===== src/hdl/vtxts_pkg.sv =====
`default_nettype none
package vtxts_pkg;

  localparam int unsigned FRAME_BYTES = 16;
  localparam int unsigned UC_DEPTH    = FRAME_BYTES + 1;
  localparam int unsigned STEP_W      = $clog2(UC_DEPTH);
  localparam int unsigned CFG_IDX_W   = 2;
  localparam int unsigned CFG_DATA_W  = 16;

  localparam logic [7:0]  SYNC_BYTE   = 8'h0F;
  localparam logic [7:0]  CMD_FREQ    = 8'h46;  // 'F'
  localparam logic [7:0]  CMD_POWER   = 8'h50;  // 'P'
  localparam logic [7:0]  CRC_POLY    = 8'hD5;
  localparam logic [7:0]  ZERO_BYTE   = 8'h00;

  localparam logic [15:0] FREQ_RESET  = 16'd5800;
  localparam logic [15:0] POWER_RESET = 16'd25;

  typedef enum logic [CFG_IDX_W-1:0] {
    CFG_FREQ  = 2'd0,
    CFG_POWER = 2'd1,
    CFG_LPD   = 2'd2
  } cfg_idx_e;

  typedef enum logic [3:0] {
    PH_INIT  = 4'b0001,
    PH_CHAN  = 4'b0010,
    PH_POWER = 4'b0100,
    PH_IDLE  = 4'b1000
  } phase_e;

  typedef enum logic [2:0] {
    SEL_SYNC   = 3'd0,
    SEL_LETTER = 3'd1,
    SEL_PLO    = 3'd2,
    SEL_PHI    = 3'd3,
    SEL_ZERO   = 3'd4,
    SEL_CRC    = 3'd5
  } byte_sel_e;

  typedef enum logic [1:0] {
    J_NEXT     = 2'd0,
    J_DISPATCH = 2'd1,
    J_HOME     = 2'd2
  } jump_e;

  typedef struct packed {
    logic      take_item;
    logic      emit;
    byte_sel_e sel;
    logic      last;
    jump_e     jump;
  } ucode_t;

  typedef struct packed {
    logic      load_cmd;
    logic      cmd_power;
    logic      emit;
    byte_sel_e sel;
    logic      last;
  } ctrl_t;

  // Microcode program: step 0 takes an item and dispatches, steps 1..16 emit the frame.
  function automatic ucode_t ucode(input logic [STEP_W-1:0] step);
    ucode_t w;
    w = '{take_item: 1'b0, emit: 1'b1, sel: SEL_ZERO, last: 1'b0, jump: J_NEXT};
    if (step == '0 || step > STEP_W'(FRAME_BYTES)) begin
      w = '{take_item: 1'b1, emit: 1'b0, sel: SEL_ZERO, last: 1'b0, jump: J_DISPATCH};
    end else if (step == STEP_W'(1)) begin
      w.sel = SEL_SYNC;
    end else if (step == STEP_W'(2)) begin
      w.sel = SEL_LETTER;
    end else if (step == STEP_W'(3)) begin
      w.sel = SEL_PLO;
    end else if (step == STEP_W'(4)) begin
      w.sel = SEL_PHI;
    end else if (step == STEP_W'(FRAME_BYTES - 1)) begin
      w.sel = SEL_CRC;
    end else if (step == STEP_W'(FRAME_BYTES)) begin
      w.last = 1'b1;
      w.jump = J_HOME;
    end
    return w;
  endfunction

  // One byte of CRC-8 DVB-S2, MSB first.
  function automatic logic [7:0] crc8_byte(input logic [7:0] crc, input logic [7:0] data);
    logic [7:0] c;
    c = crc ^ data;
    for (int b = 0; b < 8; b++) begin
      c = c[7] ? ({c[6:0], 1'b0} ^ CRC_POLY) : {c[6:0], 1'b0};
    end
    return c;
  endfunction

endpackage
`default_nettype wire


===== src/hdl/vtxts_if.sv =====
`default_nettype none
interface vtxts_item_if;
  logic valid;
  logic ready;
  logic armed;
  modport source (output valid, output armed, input ready);
  modport sink   (input valid, input armed, output ready);
endinterface

interface vtxts_byte_if;
  logic       valid;
  logic       ready;
  logic [7:0] frame_byte;
  logic       last_byte;
  modport source (output valid, output frame_byte, output last_byte, input ready);
  modport sink   (input valid, input frame_byte, input last_byte, output ready);
endinterface

interface vtxts_cfg_if;
  logic        valid;
  logic        ready;
  logic [1:0]  index;
  logic [15:0] data;
  modport source (output valid, output index, output data, input ready);
  modport sink   (input valid, input index, input data, output ready);
endinterface
`default_nettype wire


===== src/hdl/vtxts_seq.sv =====
`default_nettype none
module vtxts_seq (
  input  wire logic          clk_i,
  input  wire logic          rst_ni,
  input  wire logic          in_valid_i,
  input  wire logic          armed_i,
  output logic               in_ready_o,
  input  wire logic          emit_ok_i,
  output vtxts_pkg::ctrl_t   ctrl_o
);
  import vtxts_pkg::*;

  logic [STEP_W-1:0] step_q, step_d;
  phase_e            phase_q, phase_d;
  logic              seen_q, seen_d;
  ucode_t            uc;
  logic              fire_in, advance, send, send_power;

  assign uc         = ucode(step_q);
  assign in_ready_o = uc.take_item;
  assign fire_in    = in_valid_i && uc.take_item;
  assign advance    = uc.emit && emit_ok_i;

  always_comb begin
    phase_d    = phase_q;
    seen_d     = seen_q;
    send       = 1'b0;
    send_power = 1'b0;
    if (fire_in) begin
      unique case (phase_q)
        PH_INIT: phase_d = PH_CHAN;
        PH_CHAN: begin
          phase_d = PH_POWER;
          send    = 1'b1;
        end
        PH_POWER: begin
          phase_d    = PH_IDLE;
          send       = 1'b1;
          send_power = 1'b1;
        end
        PH_IDLE: begin
          // A change of the armed flag schedules a power frame on the next item.
          if (armed_i != seen_q) begin
            seen_d  = ~seen_q;
            phase_d = PH_POWER;
          end
        end
        default: phase_d = PH_INIT;
      endcase
    end
  end

  always_comb begin
    step_d = step_q;
    unique case (uc.jump)
      J_DISPATCH: if (send) step_d = STEP_W'(1);
      J_NEXT:     if (advance) step_d = step_q + STEP_W'(1);
      J_HOME:     if (advance) step_d = '0;
      default:    step_d = '0;
    endcase
  end

  always_ff @(posedge clk_i or negedge rst_ni) begin
    if (!rst_ni) begin
      step_q  <= '0;
      phase_q <= PH_INIT;
      seen_q  <= 1'b0;
    end else begin
      step_q  <= step_d;
      phase_q <= phase_d;
      seen_q  <= seen_d;
    end
  end

  assign ctrl_o = '{load_cmd: send, cmd_power: send_power, emit: uc.emit,
                    sel: uc.sel, last: uc.last};

endmodule
`default_nettype wire


===== src/hdl/vtxts_dp.sv =====
`default_nettype none
module vtxts_dp (
  input  wire logic              clk_i,
  input  wire logic              rst_ni,
  input  wire vtxts_pkg::ctrl_t  ctrl_i,
  input  wire logic              armed_i,
  input  wire logic [15:0]       freq_i,
  input  wire logic [15:0]       power_i,
  input  wire logic              lpd_i,
  output logic                   emit_ok_o,
  output logic                   out_valid_o,
  input  wire logic              out_ready_i,
  output logic [7:0]             frame_byte_o,
  output logic                   last_byte_o
);
  import vtxts_pkg::*;

  logic [7:0]  letter_q;
  logic [15:0] param_q;
  logic [7:0]  crc_q;
  logic        valid_q;
  logic [7:0]  byte_q;
  logic        last_q;
  logic [7:0]  cur_byte;
  logic        load_out;

  always_comb begin
    case (ctrl_i.sel)
      SEL_SYNC:   cur_byte = SYNC_BYTE;
      SEL_LETTER: cur_byte = letter_q;
      SEL_PLO:    cur_byte = param_q[7:0];
      SEL_PHI:    cur_byte = param_q[15:8];
      SEL_CRC:    cur_byte = crc_q;
      default:    cur_byte = ZERO_BYTE;
    endcase
  end

  assign emit_ok_o = !valid_q || out_ready_i;
  assign load_out  = ctrl_i.emit && emit_ok_o;

  // The CRC runs over every byte sent; only the value held before the CRC byte is used.
  always_ff @(posedge clk_i) begin
    if (ctrl_i.load_cmd) begin
      letter_q <= ctrl_i.cmd_power ? CMD_POWER : CMD_FREQ;
      if (!ctrl_i.cmd_power) begin
        param_q <= freq_i;
      end else begin
        param_q <= (lpd_i && !armed_i) ? 16'd0 : power_i;
      end
      crc_q <= ZERO_BYTE;
    end else if (load_out) begin
      crc_q <= crc8_byte(crc_q, cur_byte);
    end
    if (load_out) begin
      byte_q <= cur_byte;
      last_q <= ctrl_i.last;
    end
  end

  always_ff @(posedge clk_i or negedge rst_ni) begin
    if (!rst_ni) begin
      valid_q <= 1'b0;
    end else if (load_out) begin
      valid_q <= 1'b1;
    end else if (out_ready_i) begin
      valid_q <= 1'b0;
    end
  end

  assign out_valid_o  = valid_q;
  assign frame_byte_o = byte_q;
  assign last_byte_o  = last_q;

endmodule
`default_nettype wire


===== src/hdl/vtx_tramp_command_sequencer.sv =====
`default_nettype none
// Channel   Direction  Payload                    Handshake
// item_i    in         armed (1)                  valid/ready
// byte_o    out        frame_byte (8), last_byte  valid/ready
// cfg_i     in         index (2), data (16)       valid/ready, ready always high
//
// An item is taken at microcode step 0; an item that starts a frame then runs steps
// 1 to 16, one frame byte per cycle while the output register does not stall.
// The output register stalls the step counter while a byte waits to be taken.
// Reset clears the step counter, phase, armed flag and output valid and loads the
// configuration reset values; the frame registers are loaded before they are used.
module vtx_tramp_command_sequencer (
  input  wire logic  clk_i,
  input  wire logic  rst_ni,
  vtxts_item_if.sink item_i,
  vtxts_byte_if.source byte_o,
  vtxts_cfg_if.sink  cfg_i
);
  import vtxts_pkg::*;

  logic [15:0] freq_q;
  logic [15:0] power_q;
  logic        lpd_q;
  ctrl_t       ctrl;
  logic        emit_ok;

  assign cfg_i.ready = 1'b1;

  always_ff @(posedge clk_i or negedge rst_ni) begin
    if (!rst_ni) begin
      freq_q  <= FREQ_RESET;
      power_q <= POWER_RESET;
      lpd_q   <= 1'b0;
    end else if (cfg_i.valid) begin
      case (cfg_i.index)
        CFG_FREQ:  freq_q  <= cfg_i.data;
        CFG_POWER: power_q <= cfg_i.data;
        CFG_LPD:   lpd_q   <= cfg_i.data[0];
        default:   ;
      endcase
    end
  end

  vtxts_seq u_seq (
    .clk_i      (clk_i),
    .rst_ni     (rst_ni),
    .in_valid_i (item_i.valid),
    .armed_i    (item_i.armed),
    .in_ready_o (item_i.ready),
    .emit_ok_i  (emit_ok),
    .ctrl_o     (ctrl)
  );

  vtxts_dp u_dp (
    .clk_i        (clk_i),
    .rst_ni       (rst_ni),
    .ctrl_i       (ctrl),
    .armed_i      (item_i.armed),
    .freq_i       (freq_q),
    .power_i      (power_q),
    .lpd_i        (lpd_q),
    .emit_ok_o    (emit_ok),
    .out_valid_o  (byte_o.valid),
    .out_ready_i  (byte_o.ready),
    .frame_byte_o (byte_o.frame_byte),
    .last_byte_o  (byte_o.last_byte)
  );

endmodule
`default_nettype wire

===== src/flat_wrapper.sv =====
// flat-port wrapper written by rule: the top's interface ports become plain ports
module vtx_tramp_command_sequencer_flat import vtxts_pkg::*;
  (clk_i, rst_ni, item_i_valid, item_i_armed, item_i_ready, byte_o_valid, byte_o_frame_byte, byte_o_last_byte, byte_o_ready, cfg_i_valid, cfg_i_index, cfg_i_data, cfg_i_ready);
  vtxts_item_if item_i_i ();
  vtxts_byte_if byte_o_i ();
  vtxts_cfg_if cfg_i_i ();
  input  wire logic clk_i;
  input  wire logic rst_ni;
  input wire logic [$bits(item_i_i.valid)-1:0] item_i_valid;
  input wire logic [$bits(item_i_i.armed)-1:0] item_i_armed;
  output wire logic [$bits(item_i_i.ready)-1:0] item_i_ready;
  output wire logic [$bits(byte_o_i.valid)-1:0] byte_o_valid;
  output wire logic [$bits(byte_o_i.frame_byte)-1:0] byte_o_frame_byte;
  output wire logic [$bits(byte_o_i.last_byte)-1:0] byte_o_last_byte;
  input wire logic [$bits(byte_o_i.ready)-1:0] byte_o_ready;
  input wire logic [$bits(cfg_i_i.valid)-1:0] cfg_i_valid;
  input wire logic [$bits(cfg_i_i.index)-1:0] cfg_i_index;
  input wire logic [$bits(cfg_i_i.data)-1:0] cfg_i_data;
  output wire logic [$bits(cfg_i_i.ready)-1:0] cfg_i_ready;
  assign item_i_i.valid = item_i_valid;
  assign item_i_i.armed = item_i_armed;
  assign item_i_ready = item_i_i.ready;
  assign byte_o_valid = byte_o_i.valid;
  assign byte_o_frame_byte = byte_o_i.frame_byte;
  assign byte_o_last_byte = byte_o_i.last_byte;
  assign byte_o_i.ready = byte_o_ready;
  assign cfg_i_i.valid = cfg_i_valid;
  assign cfg_i_i.index = cfg_i_index;
  assign cfg_i_i.data = cfg_i_data;
  assign cfg_i_ready = cfg_i_i.ready;
  vtx_tramp_command_sequencer u_core (.clk_i(clk_i), .rst_ni(rst_ni), .item_i(item_i_i), .byte_o(byte_o_i), .cfg_i(cfg_i_i));
endmodule

===== config.mk =====
export PLATFORM = sky130hd
export DESIGN_NAME = vtx_tramp_command_sequencer_flat
export DESIGN_NICKNAME = d
export VERILOG_FILES = /design/src/hdl/vtxts_pkg.sv /design/src/hdl/vtxts_if.sv /design/src/hdl/vtxts_seq.sv /design/src/hdl/vtxts_dp.sv /design/src/hdl/vtx_tramp_command_sequencer.sv /design/src/flat_wrapper.sv
export SDC_FILE = /design/constraint.sdc
export NUM_CORES = 1
export LEC_CHECK = 0
export BUFFER_PORTS_ARGS = -buffer_cell sky130_fd_sc_hd__buf_2
export CORE_UTILIZATION = 25
export DETAILED_ROUTE_END_ITERATION = 7
export RECOVER_POWER = 100
export SLEW_MARGIN = 20
export SYNTH_ARGS = -nofsm -noshare
export SYNTH_HDL_FRONTEND = slang
export SYNTH_SLANG_ARGS = --single-unit

===== constraint.sdc =====
create_clock -name clk_i -period 6.9 [get_ports clk_i]
set_clock_uncertainty 0.1 [all_clocks]
set_input_delay 0.69 -clock clk_i [delete_from_list [all_inputs] [get_ports clk_i]]
set_output_delay 0.69 -clock clk_i [all_outputs]
set_load 0.1 [all_outputs]

Word-level counts from Yosys, hierarchy flattened
Cells that the tools add are included.

storage, ports and cells
  register bits after elaboration = 85
  output and inout bits = 12
  input bits = 24
  word-level logic and storage cells = 104

cells by class
  $lt $le $gt $ge = 1
  equal/unequal tests = 23
  bitwise gates (word level) = 10
  reductions and logical operators = 20
  add/sub/neg operators = 1
  muxes and demuxes = 37

operators by type and width
  cell                                                   count
  2-to-1 mux 8 bit                                       8
  inverter 5 bit                                         8
  one-hot mux 8 bit (5 select lines)                     1
  2-to-1 mux 16 bit                                      2
  2-to-1 mux 3 bit                                       10
  2-to-1 mux 5 bit                                       4
  one-hot mux 4 bit (4 select lines)                     1
  one-hot mux 5 bit (3 select lines)                     1
  equality test 5 x 2 -> 1 bit (second input constant)   2
  != test 2 bit (second input constant)                  4
  AND reduction 2 bit                                    4
  bitwise XOR 8 bit                                      1
  2-to-1 mux 1 bit                                       7
  equality test 3 x 2 -> 1 bit (second input constant)   2
  2-to-1 mux 6 bit                                       1
  AND reduction 3 bit                                    2
  OR reduction 6 bit                                     1
  adder 5 x 1 -> 5 bit (second input constant)           1
  equality test 5 x 1 -> 1 bit (second input constant)   1
  equality test 5 x 3 -> 1 bit (second input constant)   1
  equality test 5 x 4 -> 1 bit (second input constant)   1
  equality test 5 bit (second input constant)            1
  greater-than comparator 5 bit (second input constant)  1
  zero test 5 bit                                        1
  other kinds (19)                                       26

Longest topological paths before layout
Gate-level depths: netlist of run 1.

  depth in word-level cells = 27
  gate-level depth with buffers = 13
  depth with buffers taken out = 12

Modules after synthesis
A second synthesis of run 1 with hierarchy kept.

second synthesis, totals
  cell total of the unflattened synthesis = 356
  area total of the unflattened synthesis = 4230.3 um2

by module, submodules not included
  module                       area an instance (um2)  cells an instance  instances  sequential area each (um2)
  vtxts_dp                     2188.3                  198                1          996.0
  vtx_tramp_command_sequencer  1276.2                  73                 1          837.1
  vtxts_seq                    765.7                   85                 1          251.5

Worst setup path before layout of run 1
OpenSTA, ideal clock, no wires.

  path kind = register to register
  from = register u_core.u_seq.step_q[0]
  to = register u_core.u_seq.step_q[3]
  setup slack = 2046 ps
  data required time = 6705 ps
  stages on the path, launching flop included = 11
  path buffers = 1
  data arrival time = 4658 ps
  clock period less this slack = 4854 ps
  library setup time = 95 ps
  path through = dfrtp_1 -> inv_1 -> ha_1 -> nor3b_1 -> ha_1 -> clkbuf_1 -> nand2_2 -> nor4_2 -> nor2_1 -> or3_1 -> o31ai_1

on the way
  elaborated cells on any way between the ends = 30
  those cells by class = add/sub: 1; order compare: 1; eq/ne: 11; mux: 11; reduce/logical: 6

RTL lines
  element                                                           RTL line            RTL
  from (decl)                                                       vtxts_seq.sv:13     logic [STEP_W-1:0] step_q, step_d;
  from (signal assigned)                                            vtxts_seq.sv:69     step_q <= step_d;
  greater-than comparator 5 bit or zero test 5 bit (tied branches)  vtxts_pkg.sv:67     if (step == '0 || step > STEP_W'(FRAME_BYTES)) begin
  logical OR 1 bit *                                                vtxts_pkg.sv:67
  2-to-1 mux 2 bit *                                                vtxts_pkg.sv:67
  net item_i_ready                                                  flat_wrapper.sv:11  output wire logic [$bits(item_i_i.ready)-1:0] item_i_ready;
  logical AND 1 bit *                                               vtxts_seq.sv:21     assign fire_in = in_valid_i && uc.take_item;
  2-to-1 mux 1 bit *                                                vtxts_seq.sv:29     if (fire_in) begin
  net u_core.u_seq.send                                             vtxts_seq.sv:17     logic fire_in, advance, send, send_power;
  != test 2 bit (no line) *                                         n/a
  AND reduction 3 bit (no line) *                                   n/a

The timed path passes the listed nets; every way through them passes the cells marked *. The select of a mux whose other input is x is not followed.
A chain may end at the register's enable or synchronous reset.

Final worst setup path of run 1
  from = register u_core.u_seq.step_q[0]
  to = register u_core.u_seq.step_q[3]

on the way
  elaborated cells on any way between the ends = 30
  those cells by class = add/sub: 1; order compare: 1; eq/ne: 11; mux: 11; reduce/logical: 6

RTL lines
  element                                                           RTL line
  greater-than comparator 5 bit or zero test 5 bit (tied branches)  vtxts_pkg.sv:67
  logical OR 1 bit *                                                vtxts_pkg.sv:67
  2-to-1 mux 2 bit *                                                vtxts_pkg.sv:67
  logical AND 1 bit *                                               vtxts_seq.sv:21
  2-to-1 mux 1 bit *                                                vtxts_seq.sv:29
  net u_core.u_seq.send                                             vtxts_seq.sv:17
  != test 2 bit (no line) *                                         n/a
  AND reduction 3 bit (no line) *                                   n/a

Marked as above.

==> run summary, run 1 <==
Root Driver: clkbuf_16
Die Ht: 130 um
Vias per cell: 4.43
WHS Path Cells: 2
Total power: 0.00252 W
RR Endpoint: u_core.u_seq.step_q[3]
Dpl cells: 597
Final instance area: 4670 um2
#FFs+latches synth: 79
Postcts setup bufs: 0
Hold Path Class: reg2reg
Post-synthesis mux area share: 13.6%
Top Usage Layer GRT: met2
Mapped Area: 4080 um2
Fmax: 0.227 GHz
Post-route setup TNS: 0 ns
Layout cells sized above 1: 22.6%
Max-cap viol count: 1
Pwr dens: 541 nW/um2
M2 GR Usage: 18.3%
Simple-gate area share of the yosys netlist: 14.4%
Synth top area share: 20.9%
Pin count of the biggest net entering global routing: 45
Final hold vios: 0
RSZ-0062 raised after global routing: no
Prevailing post-synth register cell: dfrtp_1
Met1 Use GR: 13.8%
Met3 usage: 2.83%
CP endpoint kind: flip-flop
Final Net Count: 423
Routed length per instance: 13.7 um
Synth-to-layout area growth: 14.5%
Critical Path Source Type: flip-flop
Die width: 130 um
Vias in the first global route: 2778
Leak: 1.95 nW
Grt ovf: 0
Yosys warnings: 0
Min-delay src: u_core.u_dp.crc_q[1]
CTS clk-pin slew, worst paths: 0.06 ns
Slew Limit Fails: 45
Syn_area_per_cell: 11.2 um2
Row count: 46
Fin crit period: 4.40 ns
Core box area: 15900 um2
Rel. slew slack: -52.8%
Post-Syn Nets: 393
CTS sink cnt: 79
Most common cell in the netlist: nand2_1
H-tree Lvls: 3
Post-placement cell area: 4430 um2
CTS tree: done
Gr usage total: 11.1%
Hold_buf cts: 0
IO buf count: 34
Final period util: 63.8%
Worst r2r src: u_core.u_seq.step_q[0]
Initial antenna violation count: 0
Non-filler cells, final: 614
Register area share after synthesis: 51.1%
Cts bufs inserted: 9
Delay-heaviest family, CP: simple AND/OR/NAND/NOR gates
Max FO, Critical Path: 27
CP Cell Sequence: inv_1 -> ha_1 -> nor3b_1 -> ha_1 -> nand2_1 -> nor4_1 -> clkbuf_1 -> nor2_1 -> or3_1 -> o31ai_1
WL final: 8.40 mm
Ports: 36
DRC Markers: 0
Die ar.: 16800 um2
Most common library cells after synthesis: nand2_1 (57), dfrtp_1 (34), mux2_2 (34), o21ai_0 (32), edfxtp_1 (27)
First-pass GRT wire length: 14.2 mm
Xor and xnor fraction of the mapped netlist area: 5.22%
DRT iter0 DRCs: 114
Synth Area in Compound Gates: 10.4%
ANT nets after route: 0
Yosys top cell by area: dfrtp_1
Status: finished, violations left
Post-CTS Resized: 0
Post-synth EDFFs: 27
Buf/Inv on CP: 2
Worst slew pin tran: 2.29 ns
Reg2Reg Setup Slack: 2.50 ns
Critical Path RT: 7.05 ns
Critical Path Most Common Cell: ha_1
Distinct cell type count after synthesis: 59
Register-to-Register Path Depth: 10
Number of inserted diodes: 0
Routability cong.: 0.901
Final core utilization: 29.4%
Crit Path Class: reg2reg
Worst path slowest cell: clkbuf_1
CP arrival: 4.55 ns
Top cells by area, synth: dfrtp_1 (21%), edfxtp_1 (20%), mux2_2 (9.4%)
FFs w/ async S/R, synth: 55.7%
DP HPWL: 5.94 mm
Clk_lat worst skew: 0.34 ns
Largest family of logic cells by synthesized area: simple AND/OR/NAND/NOR gates
CTS max path bufs: 2
VDD IR-drop max: 0.000181 V
# setup viols final: 0
Failing checks: capacitance limit, slew limit
DR pass1 iterations: 4
Synthesized instance count: 363
WHS Endpoint: u_core.u_dp.crc_q[1]
Adder-Cell Fraction of Synth Area: 1.84%
CP peak stage delay: 1.04 ns
Routed via count: 2718
Starting density of the core: 25.7%
==> power by group <==
| part | internal (W) | switching [W] |
|---|---|---|
| Combinational | 0.000487 | 0.000817 |
| Sequential | 0.000652 | 0.000101 |
| Clock | 0.000277 | 0.000190 |
==> placed cells by master, fill, tap and decap left out, types with 2 or more instances in the layout <==
cell and n:
a21boi_0 2, a21o_1 4, a21oi_1 7, and2b_2 2, buf_2 20, clkbuf_1 19, clkbuf_16 10, clkinv_4 2
dfrtp_1 34, dfstp_2 10, dfxtp_1 8, edfxtp_1 27, ha_1 6, inv_1 6, mux2_2 34, mux2i_1 17
nand2_1 58, nand2b_1 9, nand3_1 6, nand3b_1 4, nor2_1 13, nor2b_1 2, nor3_1 3, nor3b_1 3
nor4_1 2, o21ai_0 33, o22ai_1 7, o31ai_1 2, or2_1 2, or2_2 2, xnor2_1 11, xor2_1 9
==> logic make-up after synthesis <==
group,after synthesis
buf+inv,24
other cells,1
fa+ha+maj,6
xor+xnor,21
flops,79
compound gates,65
simple gates,116
mux,51
==> how the worst max path moves through the flow <==
| stage | cells past startpoint | to | from | slack, ns |
|---|---|---|---|---|
| after global routing | 10 | u_core.u_seq.step_q[3] | u_core.u_seq.step_q[0] | 1.95 |
| after CTS | 10 | u_core.u_dp.crc_q[0] | u_core.u_seq.step_q[0] | 3.11 |
| final | 10 | u_core.u_seq.step_q[3] | u_core.u_seq.step_q[0] | 2.50 |
| after detailed placement | 10 | u_core.u_dp.crc_q[0] | u_core.u_seq.step_q[0] | 3.14 |
| after floorplan | 10 | u_core.u_seq.step_q[3] | u_core.u_seq.step_q[0] | 2.05 |
| after global placement | 10 | u_core.u_dp.crc_q[0] | u_core.u_seq.step_q[0] | 3.26 |
==> worst min-delay path, delay by kind of cell (launching register included) <==
kind               cells  cell delay, ns
and+or+nand+nor        1            0.06
AOI/OAI and AO/OA      1            0.06
DFF                    1            0.33
==> layout make-up <==
class	count	area, um2
clock inverter	3	23.8
sequential	79	2080
tap	216	270
fill	1698	11200
multi-input combinational	260	1830
clock buffer	13	272
timing repair buffer	37	164
inverter	6	22.5
==> registers in the layout (all words and copies together) (netlist names) <==
register,count
u_core.u_dp.letter_q,2
u_core.u_dp.crc_q,8
u_core.u_seq.seen_q,1
u_core.u_seq.phase_q,4
u_core.u_seq.step_q,5
u_core.u_dp.param_q,16
u_core.u_dp.frame_byte_o,8
u_core.freq_q,16
u_core.u_dp.last_byte_o,1
u_core.power_q,16
u_core.lpd_q,1
u_core.u_dp.out_valid_o,1
==> through the flow <==
stage / hold slack [ns] / setup slack, ns
floorplan: 0.294 / 2.05
global placement: 0.388 / 3.26
detailed placement: 0.393 / 3.14
CTS: 0.402 / 3.11
global route: 0.410 / 1.95
finish: 0.401 / 2.50
==> layer usage <==
layer | wire length (um) | part of all wire, % | vias to the layer above
li1 | - | - | 1338
met2 | 4060 | 48 | 48
met5 | 0 | 0 | -
met1 | 3920 | 47 | 1321
met4 | 127 | 1.5 | 0
met3 | 289 | 3.4 | 11
Power figures use the tool's default switching activity.
==> inputs of run 2 (changes only) <==
- clock period: 6.9 -> 4.4 ns (I/O delays scaled with it)
==> run summary, run 2 (synthesis gave the netlist of run 1 again) <==
Most frequent cells in the layout: nand2_1 (58), mux2_2 (34), dfrtp_1 (34), o21ai_0 (33), edfxtp_1 (27)
Leak: 1.95 nW
Biggest registers after layout: u_core.freq_q: 16 flops, u_core.power_q: 16 flops, u_core.u_dp.param_q: 16 flops
VDD IR-drop max: 0.000301 V
Reg2Reg Setup Slack: 0.46 ns
Synth-to-layout area growth: 15.0%
RR Endpoint: u_core.u_dp.crc_q[0]
RSZ-0062 raised after global routing: no
WHS Endpoint: u_core.freq_q[1]
DP HPWL: 5.75 mm
Hold_buf cts: 0
Final Net Count: 425
Fin crit period: 3.94 ns
Starting density of the core: 25.7%
Clk_lat worst skew: 0.33 ns
Routed length on met2: 3.90 mm
Fillers: 1676
CP peak stage delay: 0.75 ns
Slew Limit Fails: 45
Max FO, Critical Path: 13
Final period util: 89.5%
CP Cell Sequence: inv_1 -> ha_1 -> nor3b_1 -> ha_1 -> or4_1 -> o21ai_0 -> mux2i_1 -> xnor3_1 -> xnor2_1 -> o21ai_0
Initial antenna violation count: 0
Worst path slowest cell: or4_1
Gr usage total: 10.4%
Fmax: 0.254 GHz
Critical Path Source Type: flip-flop
First-pass GRT wire length: 13.5 mm
Total power: 0.00394 W
DRC Markers: 0
Ports: 36
Routability cong.: 0.840
Status: finished, violations left
Pwr dens: 841 nW/um2
Post-route setup TNS: 0 ns
WL final: 8.05 mm
CP arrival: 4.02 ns
Wire length on met1: 3.73 mm
# setup viols final: 0
ANT nets after route: 0
Post-CTS Resized: 0
Root Driver: clkbuf_16
Cts bufs inserted: 9
Row count: 46
Failing checks: capacitance limit, slew limit
Vias per cell: 4.40
WHS Path Cells: 2
Met3 wire length: 336 um
CTS tree: done
Rel. slew slack: -55.4%
DRT iter0 DRCs: 132
CTS max path bufs: 2
Vias in the first global route: 2790
Commonest non-fill, non-tap cell in the layout: nand2_1
Critical Path RT: 4.48 ns
Routed length per instance: 13.1 um
CP endpoint kind: flip-flop
CTS sink cnt: 79
Crit Path Class: reg2reg
Postcts setup bufs: 0
Die ar.: 16800 um2
Die Ht: 130 um
DR pass1 iterations: 5
Register-to-Register Path Depth: 10
Number of inserted diodes: 0
Buf/Inv on CP: 1
Worst slew pin tran: 2.33 ns
Min-delay src: cfg_i_data[1]
Grt ovf: 0
Core box area: 15900 um2
Top Layer Used: met4
Max-cap viol count: 1
Pin count of the biggest net entering global routing: 45
Layout cells sized above 1: 23.3%
CTS clk-pin slew, worst paths: 0.06 ns
Worst r2r src: u_core.u_seq.step_q[0]
IO buf count: 34
H-tree Lvls: 3
Hold Path Class: in2reg
Delay-heaviest family, CP: simple AND/OR/NAND/NOR gates
Die width: 130 um
Routed via count: 2709
Crit path from: u_core.u_seq.step_q[0]
Final hold vios: 0
==> run 2: stage by stage <==
step	setup slack (ns)	cell area (um2)	hold WS, ns	cells	utilization (%)
after floorplan	0.189	4090	0.0444	363	-
after global placement	0.780	4460	0.389	600	28.1
after detailed placement	0.654	4460	0.393	600	28.1
after CTS	0.625	4740	0.202	616	29.8
after global routing	0.236	4690	0.251	616	29.5
final	0.463	4690	0.251	616	29.5
==> run 2: where the power goes <==
part / leakage, nW / internal, W / switching [W]
Clock: 0.140 / 0.000416 / 0.000278
Sequential: 0.836 / 0.00102 / 0.000162
Combinational: 0.979 / 0.000775 / 0.00129
==> run 2: worst reg2reg max path: cells and delay by family, from the launching register on <==
kind / cells / cell delay, ns
XOR/XNOR: 2 / 0.67
buffers and inverters: 1 / 0.10
flip-flops: 1 / 0.40
adder cells (fa/ha/maj): 2 / 0.71
multiplexers: 1 / 0.40
AND/OR/NAND/NOR: 2 / 0.91
AO/OA/AOI/OAI: 2 / 0.50
==> run 2: layout make-up <==
| class | instances | area, um2 | area share, % |
|---|---|---|---|
| clock buffer | 13 | 262 | 5.58 |
| clock inverter | 3 | 17.5 | 0.374 |
| sequential | 79 | 2080 | 44.5 |
| timing repair buffer | 39 | 179 | 3.82 |
| tap | 216 | 270 | 5.76 |
| multi-input combinational | 260 | 1850 | 39.5 |
| inverter | 6 | 22.5 | 0.480 |
==> run 2: how the worst max path moves through the flow <==
stage	end	cells after the start	slack, ns
4_1_cts	u_core.u_dp.crc_q[0]	10	0.62
5_1_grt	u_core.u_dp.crc_q[0]	10	0.24
3_5_place_dp	u_core.u_dp.crc_q[0]	10	0.65
6_report	u_core.u_dp.crc_q[0]	10	0.46
3_3_place_gp	u_core.u_dp.crc_q[0]	10	0.78
2_1_floorplan	u_core.u_seq.step_q[3]	10	0.19
==> run 2: layer usage <==
metal | vias to the layer above | track usage (%)
met3 | 5 | 2.95
met2 | 50 | 17.3
li1 | 1340 | -
met4 | 0 | 3.56
met5 | - | 0
met1 | 1314 | 12.9
